File: config.mk
export PLATFORM = sky130hd
export DESIGN_NAME = gamepad_input_conditioner_unit
export DESIGN_NICKNAME = d
export VERILOG_FILES = /design/src/hdl/gic_pkg.sv /design/src/hdl/gic_div.sv /design/src/hdl/gic_sqrt.sv /design/src/hdl/gic_ctrl.sv /design/src/hdl/gic_dp.sv /design/src/hdl/gamepad_input_conditioner_unit.sv
export SDC_FILE = /design/constraint.sdc
export NUM_CORES = 2
export LEC_CHECK = 0
export BUFFER_PORTS_ARGS = -buffer_cell sky130_fd_sc_hd__clkbuf_2
export CORE_MARGIN = 3
export CORE_UTILIZATION = 65
export CTS_CLUSTER_DIAMETER = 150
export DETAILED_ROUTE_END_ITERATION = 10
export PLACE_DENSITY = 0.82
export SLEW_MARGIN = 40
export SYNTH_ARGS = -nofsm -noshare
export SYNTH_HDL_FRONTEND = slang
export SYNTH_SLANG_ARGS = --single-unit
export TNS_END_PERCENT = 50
File: constraint.sdc
create_clock -name clk_i -period 9.6 [get_ports clk_i]
set_input_delay 1.44 -clock clk_i [delete_from_list [all_inputs] [get_ports clk_i]]
set_output_delay 1.44 -clock clk_i [all_outputs]
set_load 0.02 [all_outputs]
File: src/hdl/gic_pkg.sv
// Shared types and constants for the gamepad input conditioner.
`timescale 1ns / 1ps
package gic_pkg;

  // Widths fixed by the report and result formats.
  localparam int unsigned PAD_W   = 2;
  localparam int unsigned AXIS_W  = 16;
  localparam int unsigned Q15_W   = 15;
  localparam int unsigned BTN_W   = 10;
  localparam int unsigned HELD9_W = 9;
  localparam int unsigned HELD3_W = 3;
  localparam int unsigned CFG_IDX_W = 3;

  // Iterative unit sizes.
  localparam int unsigned DIV_NW  = 32;
  localparam int unsigned DIV_DW  = 16;
  localparam int unsigned SQRT_IW = 32;
  localparam int unsigned SQRT_OW = 16;

  // Configuration register indexes.
  localparam logic [CFG_IDX_W-1:0] CFG_PADS_EN   = 3'd0;
  localparam logic [CFG_IDX_W-1:0] CFG_DEAD_ZONE = 3'd1;
  localparam logic [CFG_IDX_W-1:0] CFG_MENU_THR  = 3'd2;
  localparam logic [CFG_IDX_W-1:0] CFG_TRIG_FLR  = 3'd3;
  localparam logic [CFG_IDX_W-1:0] CFG_ACT_THR   = 3'd4;

  // Register reset values.
  localparam logic [Q15_W-1:0] DEAD_ZONE_RST = 15'd6554;
  localparam logic [Q15_W-1:0] MENU_THR_RST  = 15'd18022;
  localparam logic [Q15_W-1:0] TRIG_FLR_RST  = 15'd1966;
  localparam logic [Q15_W-1:0] ACT_THR_RST   = 15'd3277;

  // Squared stick magnitude at or below which the stick counts as centered.
  localparam logic [31:0] MAG_EPS_SQ = 32'd10;

  typedef enum logic [2:0] {
    S_IDLE,
    S_SUM,
    S_SQRT_GO,
    S_SQRT_WAIT,
    S_DIV_GO,
    S_DIV_WAIT,
    S_MERGE,
    S_EMIT
  } gic_state_e;

  typedef enum logic [2:0] {
    DIV_SCALE,
    DIV_X,
    DIV_Y,
    DIV_RIGHT,
    DIV_LEFT
  } div_sel_e;

  // Commands from the controller to the datapath.
  typedef struct packed {
    logic     load;
    logic     sum;
    logic     sqrt_start;
    logic     div_start;
    logic     div_store;
    div_sel_e sel;
    logic     merge;
    logic     emit;
  } gic_cmd_t;

  // Status from the datapath to the controller.
  typedef struct packed {
    logic sqrt_done;
    logic div_done;
    logic frame_last;
    logic out_free;
  } gic_sts_t;

endpackage

File: src/hdl/gic_div.sv
// Restoring divider, one quotient bit per cycle.
`timescale 1ns / 1ps
module gic_div
  import gic_pkg::*;
(
  input  logic              clk_i,
  input  logic              rst_ni,
  input  logic              start_i,
  input  logic [DIV_NW-1:0] dividend_i,
  input  logic [DIV_DW-1:0] divisor_i,
  output logic [DIV_NW-1:0] quotient_o,
  output logic              done_o
);

  localparam int unsigned CNT_W = $clog2(DIV_NW);

  logic              busy_q, busy_d;
  logic              done_q, done_d;
  logic [CNT_W-1:0]  cnt_q, cnt_d;
  logic [DIV_DW-1:0] rem_q, rem_d;
  logic [DIV_NW-1:0] quo_q, quo_d;
  logic [DIV_DW-1:0] dsr_q, dsr_d;
  logic [DIV_DW:0]   shifted;
  logic [DIV_DW:0]   diff;
  logic              fits;

  // One trial subtraction per cycle.
  always_comb begin
    shifted = {rem_q, quo_q[DIV_NW-1]};
    diff    = shifted - {1'b0, dsr_q};
    fits    = shifted >= {1'b0, dsr_q};
    busy_d  = busy_q;
    done_d  = 1'b0;
    cnt_d   = cnt_q;
    rem_d   = rem_q;
    quo_d   = quo_q;
    dsr_d   = dsr_q;
    if (start_i) begin
      busy_d = 1'b1;
      cnt_d  = CNT_W'(DIV_NW - 1);
      rem_d  = '0;
      quo_d  = dividend_i;
      dsr_d  = divisor_i;
    end else if (busy_q) begin
      rem_d = fits ? diff[DIV_DW-1:0] : shifted[DIV_DW-1:0];
      quo_d = {quo_q[DIV_NW-2:0], fits};
      cnt_d = cnt_q - 1'b1;
      if (cnt_q == '0) begin
        busy_d = 1'b0;
        done_d = 1'b1;
      end
    end
  end

  always_ff @(posedge clk_i or negedge rst_ni) begin
    if (!rst_ni) begin
      busy_q <= 1'b0;
      done_q <= 1'b0;
      cnt_q  <= '0;
    end else begin
      busy_q <= busy_d;
      done_q <= done_d;
      cnt_q  <= cnt_d;
    end
  end

  always_ff @(posedge clk_i) begin
    rem_q <= rem_d;
    quo_q <= quo_d;
    dsr_q <= dsr_d;
  end

  assign quotient_o = quo_q;
  assign done_o     = done_q;

endmodule

File: src/hdl/gic_sqrt.sv
// Integer square root, one result bit per cycle.
`timescale 1ns / 1ps
module gic_sqrt
  import gic_pkg::*;
(
  input  logic               clk_i,
  input  logic               rst_ni,
  input  logic               start_i,
  input  logic [SQRT_IW-1:0] radicand_i,
  output logic [SQRT_OW-1:0] root_o,
  output logic               done_o
);

  localparam int unsigned CNT_W = $clog2(SQRT_OW);

  logic               busy_q, busy_d;
  logic               done_q, done_d;
  logic [CNT_W-1:0]   cnt_q, cnt_d;
  logic [SQRT_IW-1:0] rad_q, rad_d;
  logic [SQRT_OW:0]   rem_q, rem_d;
  logic [SQRT_OW-1:0] root_q, root_d;
  logic [SQRT_OW+2:0] trial_rem;
  logic [SQRT_OW+2:0] trial;
  logic [SQRT_OW+2:0] trial_diff;
  logic               fits;

  // Bring down two radicand bits and try the next root bit.
  always_comb begin
    trial_rem  = {rem_q, rad_q[SQRT_IW-1 -: 2]};
    trial      = {1'b0, root_q, 2'b01};
    trial_diff = trial_rem - trial;
    fits       = trial_rem >= trial;
    busy_d     = busy_q;
    done_d     = 1'b0;
    cnt_d      = cnt_q;
    rad_d      = rad_q;
    rem_d      = rem_q;
    root_d     = root_q;
    if (start_i) begin
      busy_d = 1'b1;
      cnt_d  = CNT_W'(SQRT_OW - 1);
      rad_d  = radicand_i;
      rem_d  = '0;
      root_d = '0;
    end else if (busy_q) begin
      rad_d  = {rad_q[SQRT_IW-3:0], 2'b00};
      rem_d  = fits ? trial_diff[SQRT_OW:0] : trial_rem[SQRT_OW:0];
      root_d = {root_q[SQRT_OW-2:0], fits};
      cnt_d  = cnt_q - 1'b1;
      if (cnt_q == '0) begin
        busy_d = 1'b0;
        done_d = 1'b1;
      end
    end
  end

  always_ff @(posedge clk_i or negedge rst_ni) begin
    if (!rst_ni) begin
      busy_q <= 1'b0;
      done_q <= 1'b0;
      cnt_q  <= '0;
    end else begin
      busy_q <= busy_d;
      done_q <= done_d;
      cnt_q  <= cnt_d;
    end
  end

  always_ff @(posedge clk_i) begin
    rad_q  <= rad_d;
    rem_q  <= rem_d;
    root_q <= root_d;
  end

  assign root_o = root_q;
  assign done_o = done_q;

endmodule

File: src/hdl/gic_ctrl.sv
// Sequencing state machine for the gamepad input conditioner.
`timescale 1ns / 1ps
module gic_ctrl
  import gic_pkg::*;
(
  input  logic     clk_i,
  input  logic     rst_ni,
  input  logic     in_valid_i,
  output logic     in_stall_o,
  input  gic_sts_t sts_i,
  output gic_cmd_t cmd_o
);

  gic_state_e state_q, state_d;
  div_sel_e   sel_q, sel_d;

  always_ff @(posedge clk_i or negedge rst_ni) begin
    if (!rst_ni) begin
      state_q <= S_IDLE;
      sel_q   <= DIV_SCALE;
    end else begin
      state_q <= state_d;
      sel_q   <= sel_d;
    end
  end

  // Next state and commands.
  always_comb begin
    state_d    = state_q;
    sel_d      = sel_q;
    cmd_o      = '0;
    cmd_o.sel  = sel_q;
    in_stall_o = 1'b1;
    case (state_q)
      S_IDLE: begin
        in_stall_o = 1'b0;
        if (in_valid_i) begin
          cmd_o.load = 1'b1;
          state_d    = S_SUM;
        end
      end
      S_SUM: begin
        cmd_o.sum = 1'b1;
        state_d   = S_SQRT_GO;
      end
      S_SQRT_GO: begin
        cmd_o.sqrt_start = 1'b1;
        state_d          = S_SQRT_WAIT;
      end
      S_SQRT_WAIT: begin
        if (sts_i.sqrt_done) begin
          sel_d   = DIV_SCALE;
          state_d = S_DIV_GO;
        end
      end
      S_DIV_GO: begin
        cmd_o.div_start = 1'b1;
        state_d         = S_DIV_WAIT;
      end
      S_DIV_WAIT: begin
        if (sts_i.div_done) begin
          cmd_o.div_store = 1'b1;
          state_d         = S_DIV_GO;
          case (sel_q)
            DIV_SCALE: sel_d = DIV_X;
            DIV_X:     sel_d = DIV_Y;
            DIV_Y:     sel_d = DIV_RIGHT;
            DIV_RIGHT: sel_d = DIV_LEFT;
            default:   state_d = S_MERGE;
          endcase
        end
      end
      S_MERGE: begin
        cmd_o.merge = 1'b1;
        state_d     = sts_i.frame_last ? S_EMIT : S_IDLE;
      end
      S_EMIT: begin
        if (sts_i.out_free) begin
          cmd_o.emit = 1'b1;
          state_d    = S_IDLE;
        end
      end
      default: state_d = S_IDLE;
    endcase
  end

endmodule

File: src/hdl/gic_dp.sv
// Datapath: configuration, conditioning arithmetic, frame merge and result register.
`timescale 1ns / 1ps
module gic_dp
  import gic_pkg::*;
#(
  parameter int unsigned NUM_PADS = 4
) (
  input  logic                        clk_i,
  input  logic                        rst_ni,
  input  gic_cmd_t                    cmd_i,
  output gic_sts_t                    sts_o,
  input  logic                        cfg_we_i,
  input  logic [CFG_IDX_W-1:0]        cfg_index_i,
  input  logic [Q15_W-1:0]            cfg_data_i,
  input  logic [PAD_W-1:0]            pad_index_i,
  input  logic                        present_i,
  input  logic signed [AXIS_W-1:0]    stick_x_i,
  input  logic signed [AXIS_W-1:0]    stick_y_i,
  input  logic signed [AXIS_W-1:0]    left_trigger_raw_i,
  input  logic signed [AXIS_W-1:0]    right_trigger_raw_i,
  input  logic [BTN_W-1:0]            buttons_i,
  input  logic                        keyboard_active_i,
  input  logic                        frame_last_i,
  output logic                        out_valid_o,
  input  logic                        out_stall_i,
  output logic signed [AXIS_W-1:0]    throttle_o,
  output logic signed [AXIS_W-1:0]    steer_x_o,
  output logic signed [AXIS_W-1:0]    pitch_y_o,
  output logic [HELD3_W-1:0]          held_flags_o,
  output logic [HELD9_W-1:0]          edge_flags_o,
  output logic [PAD_W-1:0]            active_pad_o,
  output logic                        any_available_o,
  output logic                        last_device_pad_o
);

  // Magnitude of a Q1.15 value, 17 bits so that full negative scale fits.
  function automatic logic [AXIS_W:0] abs17(input logic [AXIS_W-1:0] v);
    logic [AXIS_W:0] ext;
    ext = {v[AXIS_W-1], v};
    return v[AXIS_W-1] ? (~ext + 1'b1) : ext;
  endfunction

  // Configuration registers.
  logic             pads_en_q;
  logic [Q15_W-1:0] dz_q, menu_q, floor_q, act_q;

  always_ff @(posedge clk_i or negedge rst_ni) begin
    if (!rst_ni) begin
      pads_en_q <= 1'b1;
      dz_q      <= DEAD_ZONE_RST;
      menu_q    <= MENU_THR_RST;
      floor_q   <= TRIG_FLR_RST;
      act_q     <= ACT_THR_RST;
    end else if (cfg_we_i) begin
      case (cfg_index_i)
        CFG_PADS_EN:   pads_en_q <= cfg_data_i[0];
        CFG_DEAD_ZONE: dz_q      <= cfg_data_i;
        CFG_MENU_THR:  menu_q    <= cfg_data_i;
        CFG_TRIG_FLR:  floor_q   <= cfg_data_i;
        CFG_ACT_THR:   act_q     <= cfg_data_i;
        default: ;
      endcase
    end
  end

  // Learned signed-trigger flags, one per pad.
  logic [NUM_PADS-1:0] lseen_q, rseen_q;
  logic                lseen_cur, rseen_cur;

  always_comb begin
    lseen_cur = 1'b0;
    rseen_cur = 1'b0;
    for (int i = 0; i < NUM_PADS; i++) begin
      if (int'(pad_index_i) == i) begin
        lseen_cur = lseen_q[i];
        rseen_cur = rseen_q[i];
      end
    end
  end

  // Report capture and squared terms.
  logic [PAD_W-1:0]         pad_q;
  logic                     in_range_q, present_q, kb_q, last_q;
  logic signed [AXIS_W-1:0] x_q, y_q, lt_q, rt_q;
  logic [BTN_W-1:0]         btn_q;
  logic                     lsig_q, rsig_q;
  logic [30:0]              pxx_q, pyy_q;
  logic [29:0]              dz2_q;
  logic [31:0]              m2_q;
  logic signed [31:0]       xx, yy;
  logic [29:0]              dzdz;

  assign xx   = stick_x_i * stick_x_i;
  assign yy   = stick_y_i * stick_y_i;
  assign dzdz = dz_q * dz_q;

  always_ff @(posedge clk_i) begin
    if (cmd_i.load) begin
      pad_q      <= pad_index_i;
      in_range_q <= int'(pad_index_i) < NUM_PADS;
      present_q  <= present_i;
      kb_q       <= keyboard_active_i;
      last_q     <= frame_last_i;
      x_q        <= stick_x_i;
      y_q        <= stick_y_i;
      lt_q       <= left_trigger_raw_i;
      rt_q       <= right_trigger_raw_i;
      btn_q      <= buttons_i;
      lsig_q     <= lseen_cur | (left_trigger_raw_i <= -16'sd16384);
      rsig_q     <= rseen_cur | (right_trigger_raw_i <= -16'sd16384);
      pxx_q      <= xx[30:0];
      pyy_q      <= yy[30:0];
      dz2_q      <= dzdz;
    end
    if (cmd_i.sum) begin
      m2_q <= {1'b0, pxx_q} + {1'b0, pyy_q};
    end
  end

  // Stick magnitude.
  logic [SQRT_OW-1:0] mag;
  logic               sqrt_done;
  logic               stick_zero;

  gic_sqrt u_sqrt (
    .clk_i      (clk_i),
    .rst_ni     (rst_ni),
    .start_i    (cmd_i.sqrt_start),
    .radicand_i (m2_q),
    .root_o     (mag),
    .done_o     (sqrt_done)
  );

  assign stick_zero = (m2_q <= {2'b00, dz2_q}) || (m2_q <= MAG_EPS_SQ);

  // Divider operand selection.
  logic [AXIS_W-1:0]  scale_q, ax_q, ay_q, tr_r_q, tr_l_q;
  logic [AXIS_W-1:0]  abs_x, abs_y;
  logic [AXIS_W-1:0]  mag_less_dz;
  logic [Q15_W-1:0]   val_r, val_l;
  logic [DIV_DW-1:0]  trig_den;
  logic [DIV_NW-1:0]  num;
  logic [DIV_DW-1:0]  den;
  logic [DIV_NW-1:0]  quo;
  logic               div_done;

  assign abs_x       = AXIS_W'(abs17(x_q));
  assign abs_y       = AXIS_W'(abs17(y_q));
  assign mag_less_dz = mag - {1'b0, dz_q};
  assign val_r = rsig_q ? (Q15_W'({~rt_q[15], rt_q[14:0]} >> 1)) :
                          (rt_q[15] ? '0 : rt_q[14:0]);
  assign val_l = lsig_q ? (Q15_W'({~lt_q[15], lt_q[14:0]} >> 1)) :
                          (lt_q[15] ? '0 : lt_q[14:0]);
  assign trig_den = 16'h8000 - {1'b0, floor_q};

  always_comb begin
    num = '0;
    den = trig_den;
    case (cmd_i.sel)
      DIV_SCALE: begin
        if (mag > {1'b0, dz_q}) num = {1'b0, mag_less_dz, 15'b0};
        den = 16'h8000 - {1'b0, dz_q};
      end
      DIV_X: begin
        num = abs_x * scale_q;
        den = mag;
      end
      DIV_Y: begin
        num = abs_y * scale_q;
        den = mag;
      end
      DIV_RIGHT: begin
        if (val_r > floor_q) num = {2'b00, val_r - floor_q, 15'b0};
      end
      DIV_LEFT: begin
        if (val_l > floor_q) num = {2'b00, val_l - floor_q, 15'b0};
      end
      default: ;
    endcase
  end

  gic_div u_div (
    .clk_i      (clk_i),
    .rst_ni     (rst_ni),
    .start_i    (cmd_i.div_start),
    .dividend_i (num),
    .divisor_i  (den),
    .quotient_o (quo),
    .done_o     (div_done)
  );

  // Capture each quotient; the scale saturates at full deflection.
  always_ff @(posedge clk_i) begin
    if (cmd_i.div_store) begin
      case (cmd_i.sel)
        DIV_SCALE: scale_q <= (quo > 32'h8000) ? 16'h8000 : quo[AXIS_W-1:0];
        DIV_X:     ax_q    <= quo[AXIS_W-1:0];
        DIV_Y:     ay_q    <= quo[AXIS_W-1:0];
        DIV_RIGHT: tr_r_q  <= quo[AXIS_W-1:0];
        DIV_LEFT:  tr_l_q  <= quo[AXIS_W-1:0];
        default: ;
      endcase
    end
  end

  // Conditioned values of this report.
  logic signed [AXIS_W-1:0] sx_c, sy_c, th_c;
  logic signed [AXIS_W:0]   th_wide;
  logic signed [AXIS_W:0]   sx17, sy17, neg_menu, pos_menu;
  logic [HELD9_W-1:0]       now9;
  logic                     active, contrib;

  always_comb begin
    if (stick_zero) begin
      sx_c = '0;
      sy_c = '0;
    end else begin
      sx_c = x_q[15] ? AXIS_W'(-ax_q) : ((ax_q > 16'h7FFF) ? 16'h7FFF : ax_q);
      sy_c = y_q[15] ? AXIS_W'(-ay_q) : ((ay_q > 16'h7FFF) ? 16'h7FFF : ay_q);
    end
    th_wide  = $signed({1'b0, tr_r_q}) - $signed({1'b0, tr_l_q});
    th_c     = th_wide[AXIS_W-1:0];
    sx17     = {sx_c[15], sx_c};
    sy17     = {sy_c[15], sy_c};
    pos_menu = $signed({2'b00, menu_q});
    neg_menu = -pos_menu;
    now9 = {btn_q[1], btn_q[0],
            btn_q[9] | (sx17 > pos_menu),
            btn_q[8] | (sx17 < neg_menu),
            btn_q[7] | (sy17 > pos_menu),
            btn_q[6] | (sy17 < neg_menu),
            btn_q[5], btn_q[4], btn_q[3]};
    active = (abs17(th_c) > {2'b00, act_q}) || (abs17(sx_c) > {2'b00, act_q}) ||
             (abs17(sy_c) > {2'b00, act_q}) || (btn_q != '0);
    contrib = in_range_q & present_q & pads_en_q;
  end

  // Frame accumulator and persistent pad state.
  logic signed [AXIS_W-1:0] acc_th_q, acc_x_q, acc_y_q;
  logic [HELD9_W-1:0]       held9_q, prev_q;
  logic [HELD3_W-1:0]       held3_q;
  logic                     avail_q, ldf_q;
  logic [PAD_W-1:0]         act_pad_q;
  logic                     ldf_now;

  assign ldf_now = ldf_q & ~kb_q;

  always_ff @(posedge clk_i or negedge rst_ni) begin
    if (!rst_ni) begin
      lseen_q   <= '0;
      rseen_q   <= '0;
      acc_th_q  <= '0;
      acc_x_q   <= '0;
      acc_y_q   <= '0;
      held9_q   <= '0;
      held3_q   <= '0;
      avail_q   <= 1'b0;
      prev_q    <= '0;
      act_pad_q <= '0;
      ldf_q     <= 1'b0;
    end else if (cmd_i.merge) begin
      if (in_range_q) begin
        for (int i = 0; i < NUM_PADS; i++) begin
          if (int'(pad_q) == i) begin
            if (!present_q) begin
              lseen_q[i] <= 1'b0;
              rseen_q[i] <= 1'b0;
            end else if (pads_en_q) begin
              lseen_q[i] <= lsig_q;
              rseen_q[i] <= rsig_q;
            end
          end
        end
      end
      if (contrib) begin
        avail_q <= 1'b1;
        if (abs17(th_c) > abs17(acc_th_q)) acc_th_q <= th_c;
        if (abs17(sx_c) > abs17(acc_x_q))  acc_x_q  <= sx_c;
        if (abs17(sy_c) > abs17(acc_y_q))  acc_y_q  <= sy_c;
        held3_q <= held3_q | btn_q[HELD3_W-1:0];
        held9_q <= held9_q | now9;
        if (active) begin
          act_pad_q <= pad_q;
          ldf_q     <= 1'b1;
        end
      end
    end else if (cmd_i.emit) begin
      ldf_q    <= ldf_now;
      prev_q   <= held9_q;
      acc_th_q <= '0;
      acc_x_q  <= '0;
      acc_y_q  <= '0;
      held9_q  <= '0;
      held3_q  <= '0;
      avail_q  <= 1'b0;
    end
  end

  // Result register; it frees when the downstream side takes the request.
  logic ov_q, ov_d;

  always_comb begin
    ov_d = ov_q;
    if (cmd_i.emit) ov_d = 1'b1;
    else if (!out_stall_i) ov_d = 1'b0;
  end

  always_ff @(posedge clk_i or negedge rst_ni) begin
    if (!rst_ni) ov_q <= 1'b0;
    else ov_q <= ov_d;
  end

  always_ff @(posedge clk_i) begin
    if (cmd_i.emit) begin
      throttle_o        <= acc_th_q;
      steer_x_o         <= acc_x_q;
      pitch_y_o         <= acc_y_q;
      held_flags_o      <= held3_q;
      edge_flags_o      <= held9_q & ~prev_q;
      active_pad_o      <= act_pad_q;
      any_available_o   <= avail_q;
      last_device_pad_o <= avail_q & ldf_now;
    end
  end

  assign out_valid_o      = ov_q;
  assign sts_o.sqrt_done  = sqrt_done;
  assign sts_o.div_done   = div_done;
  assign sts_o.frame_last = last_q;
  assign sts_o.out_free   = ~ov_q | ~out_stall_i;

endmodule

File: src/hdl/gamepad_input_conditioner_unit.sv
// Top level of the gamepad input conditioner: controller, datapath and checks.
//
//  channel | direction | handshake             | content
//  --------+-----------+-----------------------+------------------------------------
//  in      | sink      | in_valid_i/in_stall_o | one pad report request
//  out     | source    | out_valid_o/out_stall_i | frame result on the last report
//  cfg     | sink      | cfg_valid_i/cfg_ready_o | register index and write data
//
// Each report runs the bit-serial square root, then five passes through the shared
// 32-step divider. One report is worked on at a time. Reset is asynchronous and active
// low and needs no clearing pass. A stalled result sits in the output register while the
// next report is already accepted; a frame end then waits until that register frees.
// Configuration writes are taken every cycle.
`timescale 1ns / 1ps
module gamepad_input_conditioner_unit
  import gic_pkg::*;
#(
  parameter int unsigned NUM_PADS = 4
) (
  input  logic                     clk_i,
  input  logic                     rst_ni,
  input  logic                     in_valid_i,
  output logic                     in_stall_o,
  input  logic [PAD_W-1:0]         pad_index_i,
  input  logic                     present_i,
  input  logic signed [AXIS_W-1:0] stick_x_i,
  input  logic signed [AXIS_W-1:0] stick_y_i,
  input  logic signed [AXIS_W-1:0] left_trigger_raw_i,
  input  logic signed [AXIS_W-1:0] right_trigger_raw_i,
  input  logic [BTN_W-1:0]         buttons_i,
  input  logic                     keyboard_active_i,
  input  logic                     frame_last_i,
  output logic                     out_valid_o,
  input  logic                     out_stall_i,
  output logic signed [AXIS_W-1:0] throttle_o,
  output logic signed [AXIS_W-1:0] steer_x_o,
  output logic signed [AXIS_W-1:0] pitch_y_o,
  output logic [HELD3_W-1:0]       held_flags_o,
  output logic [HELD9_W-1:0]       edge_flags_o,
  output logic [PAD_W-1:0]         active_pad_o,
  output logic                     any_available_o,
  output logic                     last_device_pad_o,
  input  logic                     cfg_valid_i,
  output logic                     cfg_ready_o,
  input  logic [CFG_IDX_W-1:0]     cfg_index_i,
  input  logic [Q15_W-1:0]         cfg_data_i
);

  gic_cmd_t cmd;
  gic_sts_t sts;

  // Registers accept a write in any cycle.
  assign cfg_ready_o = 1'b1;

  gic_ctrl u_ctrl (
    .clk_i      (clk_i),
    .rst_ni     (rst_ni),
    .in_valid_i (in_valid_i),
    .in_stall_o (in_stall_o),
    .sts_i      (sts),
    .cmd_o      (cmd)
  );

  gic_dp #(
    .NUM_PADS (NUM_PADS)
  ) u_dp (
    .clk_i               (clk_i),
    .rst_ni              (rst_ni),
    .cmd_i               (cmd),
    .sts_o               (sts),
    .cfg_we_i            (cfg_valid_i & cfg_ready_o),
    .cfg_index_i         (cfg_index_i),
    .cfg_data_i          (cfg_data_i),
    .pad_index_i         (pad_index_i),
    .present_i           (present_i),
    .stick_x_i           (stick_x_i),
    .stick_y_i           (stick_y_i),
    .left_trigger_raw_i  (left_trigger_raw_i),
    .right_trigger_raw_i (right_trigger_raw_i),
    .buttons_i           (buttons_i),
    .keyboard_active_i   (keyboard_active_i),
    .frame_last_i        (frame_last_i),
    .out_valid_o         (out_valid_o),
    .out_stall_i         (out_stall_i),
    .throttle_o          (throttle_o),
    .steer_x_o           (steer_x_o),
    .pitch_y_o           (pitch_y_o),
    .held_flags_o        (held_flags_o),
    .edge_flags_o        (edge_flags_o),
    .active_pad_o        (active_pad_o),
    .any_available_o     (any_available_o),
    .last_device_pad_o   (last_device_pad_o)
  );

`ifndef NO_ASSERTIONS
  // The controller issues at most one command per cycle.
  a_one_cmd: assert property (@(posedge clk_i) disable iff (!rst_ni)
    $onehot0({cmd.load, cmd.sum, cmd.sqrt_start, cmd.div_start, cmd.div_store,
              cmd.merge, cmd.emit}))
    else $error("more than one controller command in a cycle");

  // An accepted request keeps the input side stalled in the next cycle.
  a_busy_after_accept: assert property (@(posedge clk_i) disable iff (!rst_ni)
    (in_valid_i && !in_stall_o) |=> in_stall_o)
    else $error("input accepted again while a report is in progress");

  // A result is only written into a free output register, and then shows.
  a_emit_free: assert property (@(posedge clk_i) disable iff (!rst_ni)
    cmd.emit |-> (!out_valid_o || !out_stall_i))
    else $error("result written over a pending result");

  a_emit_shows: assert property (@(posedge clk_i) disable iff (!rst_ni)
    cmd.emit |=> out_valid_o)
    else $error("result written but not presented");
`endif

endmodule

==> out/results.ini <==
[run_status]
outcome = finished, final reports clean

[timing]
fin_skew_ns = 0.03550
setup_tns_ns = 0
max_freq_ghz = 0.1114
worst_pin_slew_ns = 0.8836
drv_slew = 0
slew_headroom_pct = 41.10
period_share_pct = 93.49
min_period_ns = 8.975
hold_viol_final = 0
rsz0062_at_grt = no
setup_viol = 0

[yosys]
synth_seq_area_share_pct = 23.08
synth_edf_count = 424
synth.ff_latch_count = 635
synth_top_area_cell = fa_1
synthArstFlopShare_pct = 25.51
yosysUniqueCellTypes = 99
synth.area.top_cells = fa_1, edfxtp_1, ha_1
syn-instance-count = 8060
syn_area_mm2 = 0.07714
avgSynthCellArea_um2 = 9.570
synthFlopType = edfxtp_1
yosys_warnings = 0
yosys.area.top_type_share_pct = 25.85

[drt]
wl_um = 204000
dr.max_layer_used = met5
route.detailed.drc = 0
drtAntennaViolNets = 0
met1Wirelength_um = 78960
vias = 58708
routedWlPerCell_um = 21.01
wl_met3_um = 19220
dr_wl_met2_um = 96400
drt_iter0_markers = 5351
dr.pass1.iters = 6
detail_route.vias_per_cell = 6.048

[worst_hold_path]
hp-class = flip-flop to flip-flop
hold_path_depth = 0
hold_end = u_dp.active_pad_o[1]$_DFFE_PP_
hold_path.startpoint = u_dp.act_pad_q[1]$_DFFE_PN0P_

[die]
die_h_um = 350.5
start_util_pct = 65.93
rows = 125
dieWidth_um = 350.5
fp.coreArea_mm2 = 0.1170
boundaryPins = 169
die_area_mm2 = 0.1228

[pwr]
internal-power_mw = 13.64
vdd_drop_max_mv = 0.6777
p_seq_share_pct = 16.8
power_density_mw_per_mm2 = 313.7
combPwrFrac_pct = 71.8
p_sw_mw = 12.16
p_leak_nw = 38.71
pwr-share-clk_pct = 11.4
switching_share_pct = 47.13

[cts]
cts.repair.resized = 0
cts_tree = yes
insertion_delay_ns = 0.67
htree_num_levels = 3
cts.sinks = 635
clock_path_buffers = 3
cts_hold_buf = 0
cts_buffers = 71
postCtsSetupBuffers = 0
cts-root-buf = clkbuf_16
path_clk_slew_ns = 0.06

[layout]
layout_commonest_cell = inv_1
area_growth_pct = 6.597
fillers = 8622
mostFrequentLayoutCells = inv_1, fa_1, nand2_1, ha_1, edfxtp_1
final_core_util_pct = 70.28
final_nets = 10008
final_layout_size_suffix_gt1_share_pct = 6.491

[setup_path]
crit_fanout = 16
r2r_slack_ns = 0.63
crit_path_end_kind = flip-flop
worstSetupStartpointType = flip-flop
r2r-end = u_dp.u_div.quotient_o[28]$_DFFE_PP_
cp_data_required_time_ns = 9.99
crit_path_frequent_cell = fa_1
path_class = flip-flop to flip-flop
crit_path_max_incr_delay_ns = 0.61
crit_arrival_ns = 9.36
worst_r2r_path_depth = 29
reg2reg_from = u_dp.pyy_q[0]$_DFFE_PP_
crit_slowest_cell = xor2_1

[placement]
place.gp.congestion = 0.9836
port_buffers = 167
hpwl_um = 160200

[grt]
grt.total_usage_pct = 33.65
grt_max_degree = 112
grt-ovfl-total = 0
antenna_found_initial = 6
grt_pass1_vias = 60438
grt_pass1_wl_um = 324000

[job]
maxCapViolations = 0

critical path, delay by kind of cell (launching register included):
family                     cells  cell delay (ns)
AOI/OAI and AO/OA             10             2.25
xor gates and xnor gates       2             0.81
adders and majority gates      8             3.59
buffers and inverters          5             0.55
DFF                            1             0.46
and+or+nand+nor                4             1.04
through the flow:
step	hold slack (ns)	instances	cell area, um^2	power, mW	worst slack, ns
finish	0.4412	9707	82220	25.79	0.6251
global placement	0.4264	9571	79590	21.75	0.7328
CTS	0.4422	9705	82190	25.68	0.7531
floorplan	0.4178	8065	77150	17.90	0.4952
global route	0.4638	9705	82220	28.20	0.04016
detailed placement	0.4294	9574	79680	22.38	0.7783
final cells by class:
cell class	instances	area (um^2)	share of cell area, %
antenna	2	5.005	0.006087
clock buffer	81	1824	2.219
clock inverter	50	688.2	0.8369
inverter	1436	5391	6.557
multi-input combinational	5728	53090	64.56
sequential	635	17810	21.66
tap	1524	1907	2.319
timing repair buffer	251	1516	1.844
cells by family (layout without fill, tap and decap cells):
logic type | count (synthesis) | after routing | synth area share (%)
compound gates | 1177 | 1177 | 9.807
mux | 117 | 117 | 1.627
xor+xnor | 397 | 397 | 4.518
flops | 635 | 635 | 23.08
other cells | 2 | 9 | 0.009736
simple gates | 2247 | 2247 | 14.05
buf+inv | 1702 | 1818 | 8.295
fa+ha+maj | 1783 | 1783 | 38.62
synth_stat cells (all sizes together) (33+ instances only):
library cell  count
xnor2           253
ha              787
dfxtp            49
o21a             76
o21ai           312
nand2           894
nor2b            73
nand4            55
or3              55
fa              996
nand2b           70
nor4             54
mux2i            68
and2            383
inv            1430
a22o             39
dfrtp           132
nor3             76
nand3            75
edfxtp          424
clkbuf          252
a211oi           38
o31ai            33
mux2             47
a21o            128
a31oi            38
nor2            396
xor2            144
a21oi           279
flip-flops by register name, summed over array words and instances, names as in the netlist, 16 cells and up:
| name | flops |
|---|---|
| u_dp.acc_th_q | 16 |
| u_dp.acc_x_q | 16 |
| u_dp.acc_y_q | 16 |
| u_dp.ax_q | 16 |
| u_dp.ay_q | 16 |
| u_dp.dz2_q | 29 |
| u_dp.lt_q | 16 |
| u_dp.m2_q | 32 |
| u_dp.pitch_y_o | 16 |
| u_dp.pxx_q | 30 |
| u_dp.pyy_q | 30 |
| u_dp.rt_q | 16 |
| u_dp.scale_q | 16 |
| u_dp.steer_x_o | 16 |
| u_dp.throttle_o | 16 |
| u_dp.tr_l_q | 16 |
| u_dp.tr_r_q | 16 |
| u_dp.u_div.dsr_q | 16 |
| u_dp.u_div.quotient_o | 32 |
| u_dp.u_div.rem_q | 16 |
| u_dp.u_sqrt.rad_q | 32 |
| u_dp.u_sqrt.rem_q | 17 |
| u_dp.u_sqrt.root_o | 16 |
power groups by stage:
stage	clock, mW	combinational (mW)	sequential (mW)
after floorplan	0	13.7	4.24
after global placement	0	17.4	4.36
after detailed placement	0	18.0	4.37
after CTS	2.99	18.4	4.31
after global routing	3.09	20.8	4.33
final	2.94	18.5	4.32
routing by layer:
metal  up-vias  global-route usage (%)
li1      26352                       -
met2      2729                   55.44
met1     29016                   43.72
met5         -                       0
met4         4                   14.31
met3       607                   6.506
how the worst max path moves through the flow:
stage,from,to,slack (ns)
6_report,u_dp.pyy_q[0]$_DFFE_PP_,u_dp.u_div.quotient_o[28]$_DFFE_PP_,0.63
3_5_place_dp,u_dp.pyy_q[0]$_DFFE_PP_,u_dp.u_div.quotient_o[28]$_DFFE_PP_,0.78
3_3_place_gp,u_dp.x_q[3]$_DFFE_PP_,u_dp.u_div.quotient_o[31]$_DFFE_PP_,0.73
4_1_cts,u_dp.pyy_q[0]$_DFFE_PP_,u_dp.u_div.quotient_o[28]$_DFFE_PP_,0.75
2_1_floorplan,in_valid_i,u_dp.btn_q[0]$_DFFE_PP_,0.50
5_1_grt,u_dp.pyy_q[0]$_DFFE_PP_,u_dp.u_div.quotient_o[28]$_DFFE_PP_,0.04
Power figures use the tool's default switching activity.
